**src/rtl/rfdb_pkg.sv**
```systemverilog
`timescale 1ns / 1ps
// ----------------------------------------------------------------------------
// rfdb_pkg: shared types and constants
// Beat structs, register map codes and sideband types for the depth brush.
// ----------------------------------------------------------------------------
package rfdb_pkg;

    localparam int MAP_WIDTH  = 1024;
    localparam int MAP_HEIGHT = 1024;
    localparam int CELL_SHIFT = 5;
    localparam int DEPTH_MAX  = 255;

    localparam int SQ_STAGES  = 16;   // one root bit per stage
    localparam int DIV_STAGES = 16;   // one quotient bit per stage
    localparam int ADDR_W     = 5;

    typedef enum logic [2:0] {
        REG_CENTER_X      = 3'd0,
        REG_CENTER_Y      = 3'd1,
        REG_INNER_RADIUS  = 3'd2,
        REG_FALLOFF_WIDTH = 3'd3,
        REG_PEAK_HEIGHT   = 3'd4,
        REG_LOWER_MODE    = 3'd5
    } reg_idx_t;

    typedef struct packed {
        logic [9:0] cell_col;
        logic [9:0] cell_row;
        logic [7:0] depth_in;
    } in_beat_t;

    typedef struct packed {
        logic [7:0] depth_out;
        logic       changed;
    } out_beat_t;

    typedef struct packed {
        logic       inmap;
        logic [7:0] depth;
    } sq_side_t;

    typedef struct packed {
        logic        inmap;
        logic [7:0]  depth;
        logic        band;
        logic [15:0] height;
    } div_side_t;

endpackage

```
**src/rtl/rfdb_div.sv**
```systemverilog
`timescale 1ns / 1ps
// ----------------------------------------------------------------------------
// rfdb_div: pipelined restoring divider
// 32-bit by 16-bit division whose quotient fits 16 bits, one bit per stage.
// ----------------------------------------------------------------------------
module rfdb_div (
    input  logic                aclk,
    input  logic                aresetn,
    input  logic                en,
    input  logic                in_valid,
    input  logic [31:0]         in_num,
    input  logic [15:0]         in_den,
    input  rfdb_pkg::div_side_t in_side,
    output logic                out_valid,
    output logic [15:0]         out_quot,
    output rfdb_pkg::div_side_t out_side
);
    import rfdb_pkg::*;

    logic [31:0] rem_reg   [DIV_STAGES];
    logic [15:0] den_reg   [DIV_STAGES];
    logic [15:0] quot_reg  [DIV_STAGES];
    div_side_t   side_reg  [DIV_STAGES];
    logic        valid_reg [DIV_STAGES];
    logic [31:0] rem_next  [DIV_STAGES];
    logic [15:0] quot_next [DIV_STAGES];
    logic [15:0] den_cur   [DIV_STAGES];

    always_comb begin
        logic [31:0] pr;
        logic [15:0] pq;
        logic [31:0] trial;
        for (int i = 0; i < DIV_STAGES; i++) begin
            pr         = (i == 0) ? in_num : rem_reg[(i == 0) ? 0 : i - 1];
            pq         = (i == 0) ? 16'd0 : quot_reg[(i == 0) ? 0 : i - 1];
            den_cur[i] = (i == 0) ? in_den : den_reg[(i == 0) ? 0 : i - 1];
            trial      = {16'd0, den_cur[i]} << (DIV_STAGES - 1 - i);
            quot_next[i] = pq;
            if (pr >= trial) begin
                rem_next[i] = pr - trial;
                quot_next[i][DIV_STAGES-1-i] = 1'b1;
            end else begin
                rem_next[i] = pr;
            end
        end
    end

    always_ff @(posedge aclk) begin
        if (!aresetn) begin
            for (int i = 0; i < DIV_STAGES; i++) valid_reg[i] <= 1'b0;
        end else if (en) begin
            for (int i = 0; i < DIV_STAGES; i++)
                valid_reg[i] <= (i == 0) ? in_valid : valid_reg[(i == 0) ? 0 : i - 1];
        end
    end

    always_ff @(posedge aclk) begin
        if (en) begin
            for (int i = 0; i < DIV_STAGES; i++) begin
                rem_reg[i]  <= rem_next[i];
                quot_reg[i] <= quot_next[i];
                den_reg[i]  <= den_cur[i];
                side_reg[i] <= (i == 0) ? in_side : side_reg[(i == 0) ? 0 : i - 1];
            end
        end
    end

    assign out_valid = valid_reg[DIV_STAGES-1];
    assign out_quot  = quot_reg[DIV_STAGES-1];
    assign out_side  = side_reg[DIV_STAGES-1];

endmodule

```
**config.mk**
```make
export PLATFORM = sky130hd
export DESIGN_NAME = rfdb_div
export DESIGN_NICKNAME = d
export VERILOG_FILES = /design/src/rtl/rfdb_pkg.sv /design/src/rtl/rfdb_div.sv
export SDC_FILE = /design/constraint.sdc
export NUM_CORES = 2
export LEC_CHECK = 0
export ABC_CLOCK_PERIOD_IN_PS = 4700
export BUFFER_PORTS_ARGS = -buffer_cell sky130_fd_sc_hd__buf_2
export CORE_ASPECT_RATIO = 0.75
export CORE_MARGIN = 2
export CORE_UTILIZATION = 35
export CTS_BUF_LIST = sky130_fd_sc_hd__clkbuf_16
export DETAILED_ROUTE_END_ITERATION = 8
export MAX_ROUTING_LAYER = met4
export PLACE_DENSITY = 0.53
export SYNTH_ARGS = -nofsm -noshare
export SYNTH_HDL_FRONTEND = slang
export SYNTH_SLANG_ARGS = --single-unit
```
**constraint.sdc**
```tcl
create_clock -name aclk -period 4.7 [get_ports aclk]
set_clock_uncertainty 0.1 [all_clocks]
set_input_delay 0.705 -clock aclk [delete_from_list [all_inputs] [get_ports aclk]]
set_output_delay 0.705 -clock aclk [all_outputs]
set_load 0.1 [all_outputs]
```
==> qor.yml <==
grt_pass1_vias: 31938
cpPeakStageDelay_ps: 780
arrival_ps: 4120
vias_per_cell: 4.85
cts_resized: 0
synth_ff_type: "edfxtp_1"
grt_pass1_wl_um: 173000
critPathRequiredTime_ps: 5090
hold_end: "den_reg[0][1]"
p_per_area_nw_per_um2: 553
cts_buffer_depth: 3
dieArea_sq_um: 167000
wl_per_cell_um: 16.0
critPathMostFrequentCell: "a2111oi_0"
slowest_stage: "a2111oi_0"
cts_root_buf: "clkbuf_16"
pin_count: 121
timing.rr.end: "rem_reg[0][159]"
numCtsBuffers: 142
min_period_over_period_pct: 79.3
ant_nets: 0
cp-start-kind: "flop"
cts_sinks: 1288
yosysSeqAreaShare_pct: 67.6
r2r_start: "den_reg[0][48]"
antenna_found_initial: 1
fin_nets: 4783
ff2ff_setup_slack_ps: 970
synth_warnings: 0
synthesis.nets: 4516
path_cells: "ha_1 > fa_1 > and2b_1 > o31a_1 > o21ai_0 > a2111oi_0 > buf_4 > a21oi_1 > a2111oi_0 > nor4_1 > xor2_1"
slew_headroom_pct: 36.1
path_buf_inv: 1
start_util_pct: 35.2
max_freq_ghz: 0.268
synthCells: 4167
rsz0062_at_grt: "false"
vias: 32431
ir_drop_mv: 0.320
async_flop_share_pct: 0
setup_tns_ps: 0
final_cell_mix: "edfxtp_1, inv_1, nand2_1"
die_y_um: 354
synth_top_cell_by_area: "edfxtp_1"
numPortBuffers: 120
drc: 0
whs_path_depth: 1
synth_top_area_share_pct: 67.6
final_common_cell: "edfxtp_1"
synth_area_per_cell_sq_um: 13.7
clk_pin_slew_worst_paths_ps: 60
synthTopCellsByArea: "edfxtp_1, ha_1, inv_1, xor2_1, xnor2_1"
p_leak_nw: 24.3
end_kind: "flop"
power_w: 0.0364
largest_reg_flops: 480
hp-class: "input port to flop"
post_route_cells_drive_above_1_share_pct: 10.0
crit_fanout: 3
status: "finished, final reports clean"
drv_cap: 0
cts_htree_levels: 4
drt_iter0_markers: 2623
post_cts_buffers: 0
grt_start_max_net_pins: 132
grt_usage_pct: 13.3
crit_type: "flop to flop"
r2r_cells: 11
clkLatencyLatePin_ps: 770
ys_types: 88
critical-path-top-delay-family: "compound AO/OA/AOI/OAI gates"
fin_crit_ps: 3730
overflow: 0
hold_violations: 0
core-area_sq_um: 162000
drv_slew: 0
synth_seq_cells: 1288
routed_wl_um: 107000
netlist_area_sq_um: 57200
setup_violations: 0
area_growth_syn_to_layout_pct: 15.0
num_rows: 128
tightest_slew_ps: 958
drt-pass1-iter-count: 6
gp_congestion: 0.841
ctsHoldBuffers: 55
synth_edf_count: 1288
min_from: "in_den[1]"
tritoncts: "done"
dieWidth_um: 471
hpwl_um: 74500
## synthesized netlist by cell type (all sizes together) (7+ instances only)
cell,n
a21o,77
ha,256
nor4b,13
and3,28
nand4,45
clkbuf,61
a211oi,24
edfxtp,1288
o2111ai,8
xor2,149
buf,39
nand4b,7
nor3b,10
a211o,8
xnor2,141
o21a,40
o211ai,25
o21bai,23
nor2b,40
a21oi,244
nand2b,28
o31a,18
and4,10
nor3,85
inv,348
nand2,278
fa,15
mux2,34
a2111oi,10
a21boi,9
or2,19
nor2,213
a221oi,8
or3,31
and2,21
or4,14
a31oi,33
nand3,58
nand3b,13
o21ai,247
o31ai,25
nor4,55
## worst max path at each step
stage,startpoint,depth (start not counted),slack (ps),to
6_report,den_reg[0][48],11,970,rem_reg[0][159]
5_1_grt,den_reg[0][48],11,720,rem_reg[0][159]
4_1_cts,den_reg[0][48],11,1000,rem_reg[0][159]
3_5_place_dp,den_reg[0][48],11,1010,rem_reg[0][159]
3_3_place_gp,den_reg[0][114],10,1050,rem_reg[1][30]
2_1_floorplan,den_reg[0][48],10,1350,rem_reg[0][159]
## through the flow
step / hold WS (ps) / setup WS, ps / instance area (sq um) / utilization [%] / std cells
2_1_floorplan: 300 / 1350 / 57200 / - / 4167
3_3_place_gp: 300 / 1050 / 60500 / 37.3 / 6380
3_5_place_dp: 305 / 1010 / 60500 / 37.3 / 6380
4_1_cts: 1.90 / 1000 / 65800 / 40.5 / 6690
5_1_grt: 26.8 / 724 / 65800 / 40.5 / 6691
6_report: 83.5 / 972 / 65800 / 40.5 / 6691
## layout make-up
| type | count | area [sq um] |
|---|---|---|
| fillers | 15120 | 96600 |
| flip-flops and latches | 1288 | 38700 |
| multi-input cells | 2431 | 16800 |
| clock buffers | 145 | 3630 |
| well taps | 2145 | 2680 |
| repair buffers | 223 | 1660 |
| inverters | 348 | 1310 |
| clock inverters | 110 | 1050 |
| diodes | 1 | 2.50 |
## cells by family after synthesis
logic type,share of synthesized area (%)
fa+ha+maj,6.12
simple gates,8.58
buf+inv,3.16
xor+xnor,4.44
compound gates,9.34
mux,0.748
flops,67.6
## per-layer routing
metal  GRT usage, %  up-vias  wire, um
met5              -        -         0
met4           3.94        0      2450
met3           2.75      173      4560
met2           20.0      576     47300
met1           18.1    15545     52800
li1               -    16137         -
## power breakdown
group	leakage (nW)	internal [W]	total [W]	switching, W
combinational	9.46	0.00388	0.00910	0.00522
sequential	12.5	0.0151	0.0162	0.00114
clock	2.37	0.00656	0.0111	0.00453
total	24.3	0.0255	0.0364	0.0109
No activity file was read; power rests on OpenSTA's default activity.
