<file path="src/rtl/rfdb_pkg.sv">
`timescale 1ns / 1ps
// ----------------------------------------------------------------------------
// rfdb_pkg: shared types and constants
// Beat structs, register map codes and sideband types for the depth brush.
// ----------------------------------------------------------------------------
package rfdb_pkg;

    localparam int MAP_WIDTH  = 1024;
    localparam int MAP_HEIGHT = 1024;
    localparam int CELL_SHIFT = 5;
    localparam int DEPTH_MAX  = 255;

    localparam int SQ_STAGES  = 16;   // one root bit per stage
    localparam int DIV_STAGES = 16;   // one quotient bit per stage
    localparam int ADDR_W     = 5;

    typedef enum logic [2:0] {
        REG_CENTER_X      = 3'd0,
        REG_CENTER_Y      = 3'd1,
        REG_INNER_RADIUS  = 3'd2,
        REG_FALLOFF_WIDTH = 3'd3,
        REG_PEAK_HEIGHT   = 3'd4,
        REG_LOWER_MODE    = 3'd5
    } reg_idx_t;

    typedef struct packed {
        logic [9:0] cell_col;
        logic [9:0] cell_row;
        logic [7:0] depth_in;
    } in_beat_t;

    typedef struct packed {
        logic [7:0] depth_out;
        logic       changed;
    } out_beat_t;

    typedef struct packed {
        logic       inmap;
        logic [7:0] depth;
    } sq_side_t;

    typedef struct packed {
        logic        inmap;
        logic [7:0]  depth;
        logic        band;
        logic [15:0] height;
    } div_side_t;

endpackage

</file>
<file path="src/rtl/rfdb_isqrt.sv">
`timescale 1ns / 1ps
// ----------------------------------------------------------------------------
// rfdb_isqrt: pipelined floor square root
// Digit-by-digit root of a 31-bit value, one result bit per register stage.
// ----------------------------------------------------------------------------
module rfdb_isqrt (
    input  logic                aclk,
    input  logic                aresetn,
    input  logic                en,
    input  logic                in_valid,
    input  logic [30:0]         in_value,
    input  rfdb_pkg::sq_side_t  in_side,
    output logic                out_valid,
    output logic [15:0]         out_root,
    output rfdb_pkg::sq_side_t  out_side
);
    import rfdb_pkg::*;

    logic [31:0] v_reg     [SQ_STAGES];
    logic [31:0] root_reg  [SQ_STAGES];
    sq_side_t    side_reg  [SQ_STAGES];
    logic        valid_reg [SQ_STAGES];
    logic [31:0] v_next    [SQ_STAGES];
    logic [31:0] root_next [SQ_STAGES];

    always_comb begin
        logic [31:0] pv;
        logic [31:0] pr;
        logic [31:0] trial;
        logic [31:0] bitw;
        for (int i = 0; i < SQ_STAGES; i++) begin
            pv    = (i == 0) ? {1'b0, in_value} : v_reg[(i == 0) ? 0 : i - 1];
            pr    = (i == 0) ? 32'd0 : root_reg[(i == 0) ? 0 : i - 1];
            bitw  = 32'd1 << (2 * (SQ_STAGES - 1 - i));
            trial = pr + bitw;
            if (pv >= trial) begin
                v_next[i]    = pv - trial;
                root_next[i] = (pr >> 1) + bitw;
            end else begin
                v_next[i]    = pv;
                root_next[i] = pr >> 1;
            end
        end
    end

    always_ff @(posedge aclk) begin
        if (!aresetn) begin
            for (int i = 0; i < SQ_STAGES; i++) valid_reg[i] <= 1'b0;
        end else if (en) begin
            for (int i = 0; i < SQ_STAGES; i++)
                valid_reg[i] <= (i == 0) ? in_valid : valid_reg[(i == 0) ? 0 : i - 1];
        end
    end

    always_ff @(posedge aclk) begin
        if (en) begin
            for (int i = 0; i < SQ_STAGES; i++) begin
                v_reg[i]    <= v_next[i];
                root_reg[i] <= root_next[i];
                side_reg[i] <= (i == 0) ? in_side : side_reg[(i == 0) ? 0 : i - 1];
            end
        end
    end

    assign out_valid = valid_reg[SQ_STAGES-1];
    assign out_root  = root_reg[SQ_STAGES-1][15:0];
    assign out_side  = side_reg[SQ_STAGES-1];

endmodule

</file>
<file path="config.mk">
export PLATFORM = sky130hd
export DESIGN_NAME = rfdb_isqrt
export DESIGN_NICKNAME = d
export VERILOG_FILES = /design/src/rtl/rfdb_pkg.sv /design/src/rtl/rfdb_isqrt.sv
export SDC_FILE = /design/constraint.sdc
export NUM_CORES = 1
export LEC_CHECK = 0
export ABC_AREA = 1
export BUFFER_PORTS_ARGS = -buffer_cell sky130_fd_sc_hd__buf_4
export CORE_MARGIN = 4
export CORE_UTILIZATION = 35
export DETAILED_ROUTE_END_ITERATION = 10
export SLEW_MARGIN = 0
export SYNTH_ARGS = -nofsm -noshare
export SYNTH_HDL_FRONTEND = slang
export SYNTH_SLANG_ARGS = --single-unit
export TNS_END_PERCENT = 100
</file>
<file path="constraint.sdc">
create_clock -name aclk -period 2.4 [get_ports aclk]
set_clock_uncertainty 0.05 [all_clocks]
set_input_delay 0.24 -clock aclk [delete_from_list [all_inputs] [get_ports aclk]]
set_output_delay 0.24 -clock aclk [all_outputs]
set_load 0.02 [all_outputs]
</file>
==> impl_metrics.py <==
metrics = {
    "die": {
        "start_util_pct": 35.4,
        "die_area_um2": 116000,
        "num_rows": 121,
        "die_y_um": 340,
        "core_um2": 109000,
        "die_x_um": 340,
        "ios": 70,
    },
    "setup_path": {
        "crit_arrival_ps": 2590,
        "cp.required_ps": 2700,
        "crit_chain": "inv_1 -> ha_1 -> nand2_1 -> nor2_2 -> nand2_1 -> inv_1 -> nand2_1 -> nand2_2 -> nand2_4 -> nand3_2 -> inv_2 -> buf_4 -> nand2_1 -> nand2_1",
        "path_delay_family": "simple AND/OR/NAND/NOR gates",
        "timing.critical_path.from_type": "register",
        "path_buf_inv": 4,
        "critPathMaxFanout": 7,
        "cp-end-kind": "register",
        "crit_type": "reg2reg",
        "crit_slowest_cell": "edfxtp_1",
        "cpPeakStageDelay_ps": 390,
        "crit_top_cell": "nand2_1",
    },
    "finish": {
        "final_nets": 4414,
        "final_common_cell": "nand2_1",
        "area_delta_synth_final_pct": 19.4,
        "final_util_pct": 42.3,
        "antenna_cells": 0,
        "seq_area_um2": 23300,
        "layout.cells.non_filler": 5770,
        "final_cell_mix": "nand2_1, edfxtp_1, inv_1",
        "nFillCells": 10600,
        "multi_input_area_um2": 13100,
        "largest_reg_flops": 480,
        "drive_above_1_share_pct": 15.1,
    },
    "yosys": {
        "synth-compound-area-share_pct": 5.11,
        "synth_area_um2": 38700,
        "yosys.area_share.xor_xnor_pct": 2.49,
        "synth_ff_type": "edfxtp_1",
        "ys_seq_area_share_pct": 60.2,
        "yosys.area_share.simple_pct": 20.8,
        "synthArstFlopShare_pct": 0,
        "syn_inst": 3847,
        "yosys_warnings": 0,
        "synth_edf_count": 775,
        "synthAdderAreaFrac_pct": 4.79,
        "muxShareOfSynthArea_pct": 0,
        "synth_top_family_by_area": "simple AND/OR/NAND/NOR gates",
        "yosysUniqueCellTypes": 52,
        "avgSynthCellArea_um2": 10.1,
        "synth_seq_cells": 776,
    },
    "global_route": {
        "antenna_found_initial": 0,
        "grt_overflow": 0,
        "first_global_vias": 26700,
        "grt_pass1_wl_um": 140000,
        "track_usage_pct": 15.1,
        "grt_max_degree": 112,
    },
    "clocking": {
        "numCtsBuffers": 86,
        "clock-root-buffer": "clkbuf_16",
        "cts_tree": "built",
        "cts_max_path_buffers": 3,
        "cts.clk_slew.worst_paths_ps": 60,
        "clock_latency_ps": 660,
        "h-tree-depth": 3,
        "cts_num_sinks": 776,
    },
    "power_and_ir_drop": {
        "power_uw": 38900,
        "power.density_nw_per_um2": 843,
        "vdd_ir_drop_max_mv": 0.575,
        "p_leak_uw": 0.0194,
    },
    "sta": {
        "finalSetupViolations": 0,
        "maxSlewViolCount": 0,
        "worstMarginPinSlew_ps": 654,
        "max_freq_mhz": 437,
        "period_needed_ps": 2290,
        "fin_crit_sh_pct": 95.3,
        "hold_ws_ps": 232,
        "rsz0062_at_grt": "yes",
        "final-hold-violation-count": 0,
        "max-slew-margin-rel_pct": 56.3,
    },
    "detailed_routing": {
        "drt-initial-drc-count": 1407,
        "drt-vias-per-instance": 4.58,
        "vias": 26400,
        "routed_wl_um": 88100,
        "dr.pass1.iters": 5,
        "drcViolationCount": 0,
        "wire_per_inst_um": 15.3,
        "postRouteAntennaNets": 0,
    },
    "placement": {
        "dp_hpwl_um": 67700,
        "place_congestion": 0.893,
        "dp_cells": 5550,
        "numPortBuffers": 69,
    },
    "min_path": {
        "hp-class": "in2reg",
    },
    "job": {
        "cap_violations": 0,
    },
    "status": {
        "status": "completed",
    },
}
[area by class of cell]
class | count | area share (%)
Clock inverter | 63 | 1.75
Sequential cell | 776 | 50.4
Tap cell | 1476 | 4.00
Multi-Input combinational cell | 2449 | 28.4
Inverter | 591 | 4.86
Clock buffer | 97 | 4.75
Timing Repair Buffer | 318 | 5.82
[logic make-up (layout without fill, tap and decap cells)]
| family | after synthesis | in the layout |
|---|---|---|
| simple gates | 1871 | 1873 |
| flops | 776 | 776 |
| xor+xnor | 110 | 110 |
| other cells | 1 | 2 |
| fa+ha+maj | 148 | 148 |
| buf+inv | 625 | 1069 |
| compound gates | 316 | 316 |
[path summary, 6_finish.rpt]
path	from	endpoint	slack, ps	cells after the start
max reg2reg	root_reg[1][170]$_DFFE_PP_	v_reg[1][206]$_DFFE_PP_	110	14
min	in_value[4]	v_reg[0][4]$_DFFE_PP_	230	2
min reg2reg	side_reg[3][0]$_DFFE_PP_	side_reg[3][9]$_DFFE_PP_	360	0
max	root_reg[1][170]$_DFFE_PP_	v_reg[1][206]$_DFFE_PP_	110	14
[timing repair]
action | in CTS | in global routing
pin swaps | 0 | 7
gates cloned | 0 | 2
hold buffers | 44 | 0
gates resized for setup | 3 | 63
buffers inserted | 1 | 13
setup endpoints to repair | 11 | 152
endpoints found under the hold margin | 60 | 0
[power by group]
part	total [uW]	leakage [uW]	switching [uW]	internal, uW
logic	7650	0.0105	4670	2980
registers	17700	0.00749	933	16800
clock network	13600	0.00144	5580	8020
total	38900	0.0194	11200	27800
[cells in the mapped netlist, types with 15 or more instances]
master | count | share of area, %
or2_2 | 16 | 0.26
nor2_1 | 356 | 3.5
nor3_1 | 36 | 0.47
a21oi_2 | 55 | 1.2
nand3b_1 | 30 | 0.58
nand2_2 | 34 | 0.55
ha_1 | 148 | 4.8
nor4_1 | 20 | 0.32
xor2_1 | 59 | 1.3
nand3_1 | 206 | 2.7
xnor2_1 | 51 | 1.2
o21ai_0 | 74 | 0.96
o21ai_2 | 26 | 0.59
a21oi_1 | 101 | 1.3
edfxtp_1 | 775 | 60
inv_1 | 575 | 5.6
nand4_1 | 71 | 1.1
o21ai_1 | 27 | 0.35
nand2_1 | 1051 | 10
nor2_2 | 15 | 0.24
[per-stage QoR]
step / instance area [um2] / setup slack [ps] / TNS [ps]
global placement: 42300 / -55.4 / -260
detailed placement: 42300 / -94.0 / -98.1
floorplan: 38700 / 388 / 0
finish: 46200 / 113 / 0
CTS: 45800 / -88.2 / -88.5
global route: 46200 / -25.4 / -38.5
[routing by layer]
metal | wire [um] | track usage [%] | vias up
li1 | - | - | 13600
met2 | 44800 | 27.7 | 417
met5 | 0 | 0 | -
met3 | 2400 | 1.85 | 194
met4 | 4000 | 6.62 | 0
met1 | 36900 | 17.6 | 12300
(Power assumes the default switching activity.)
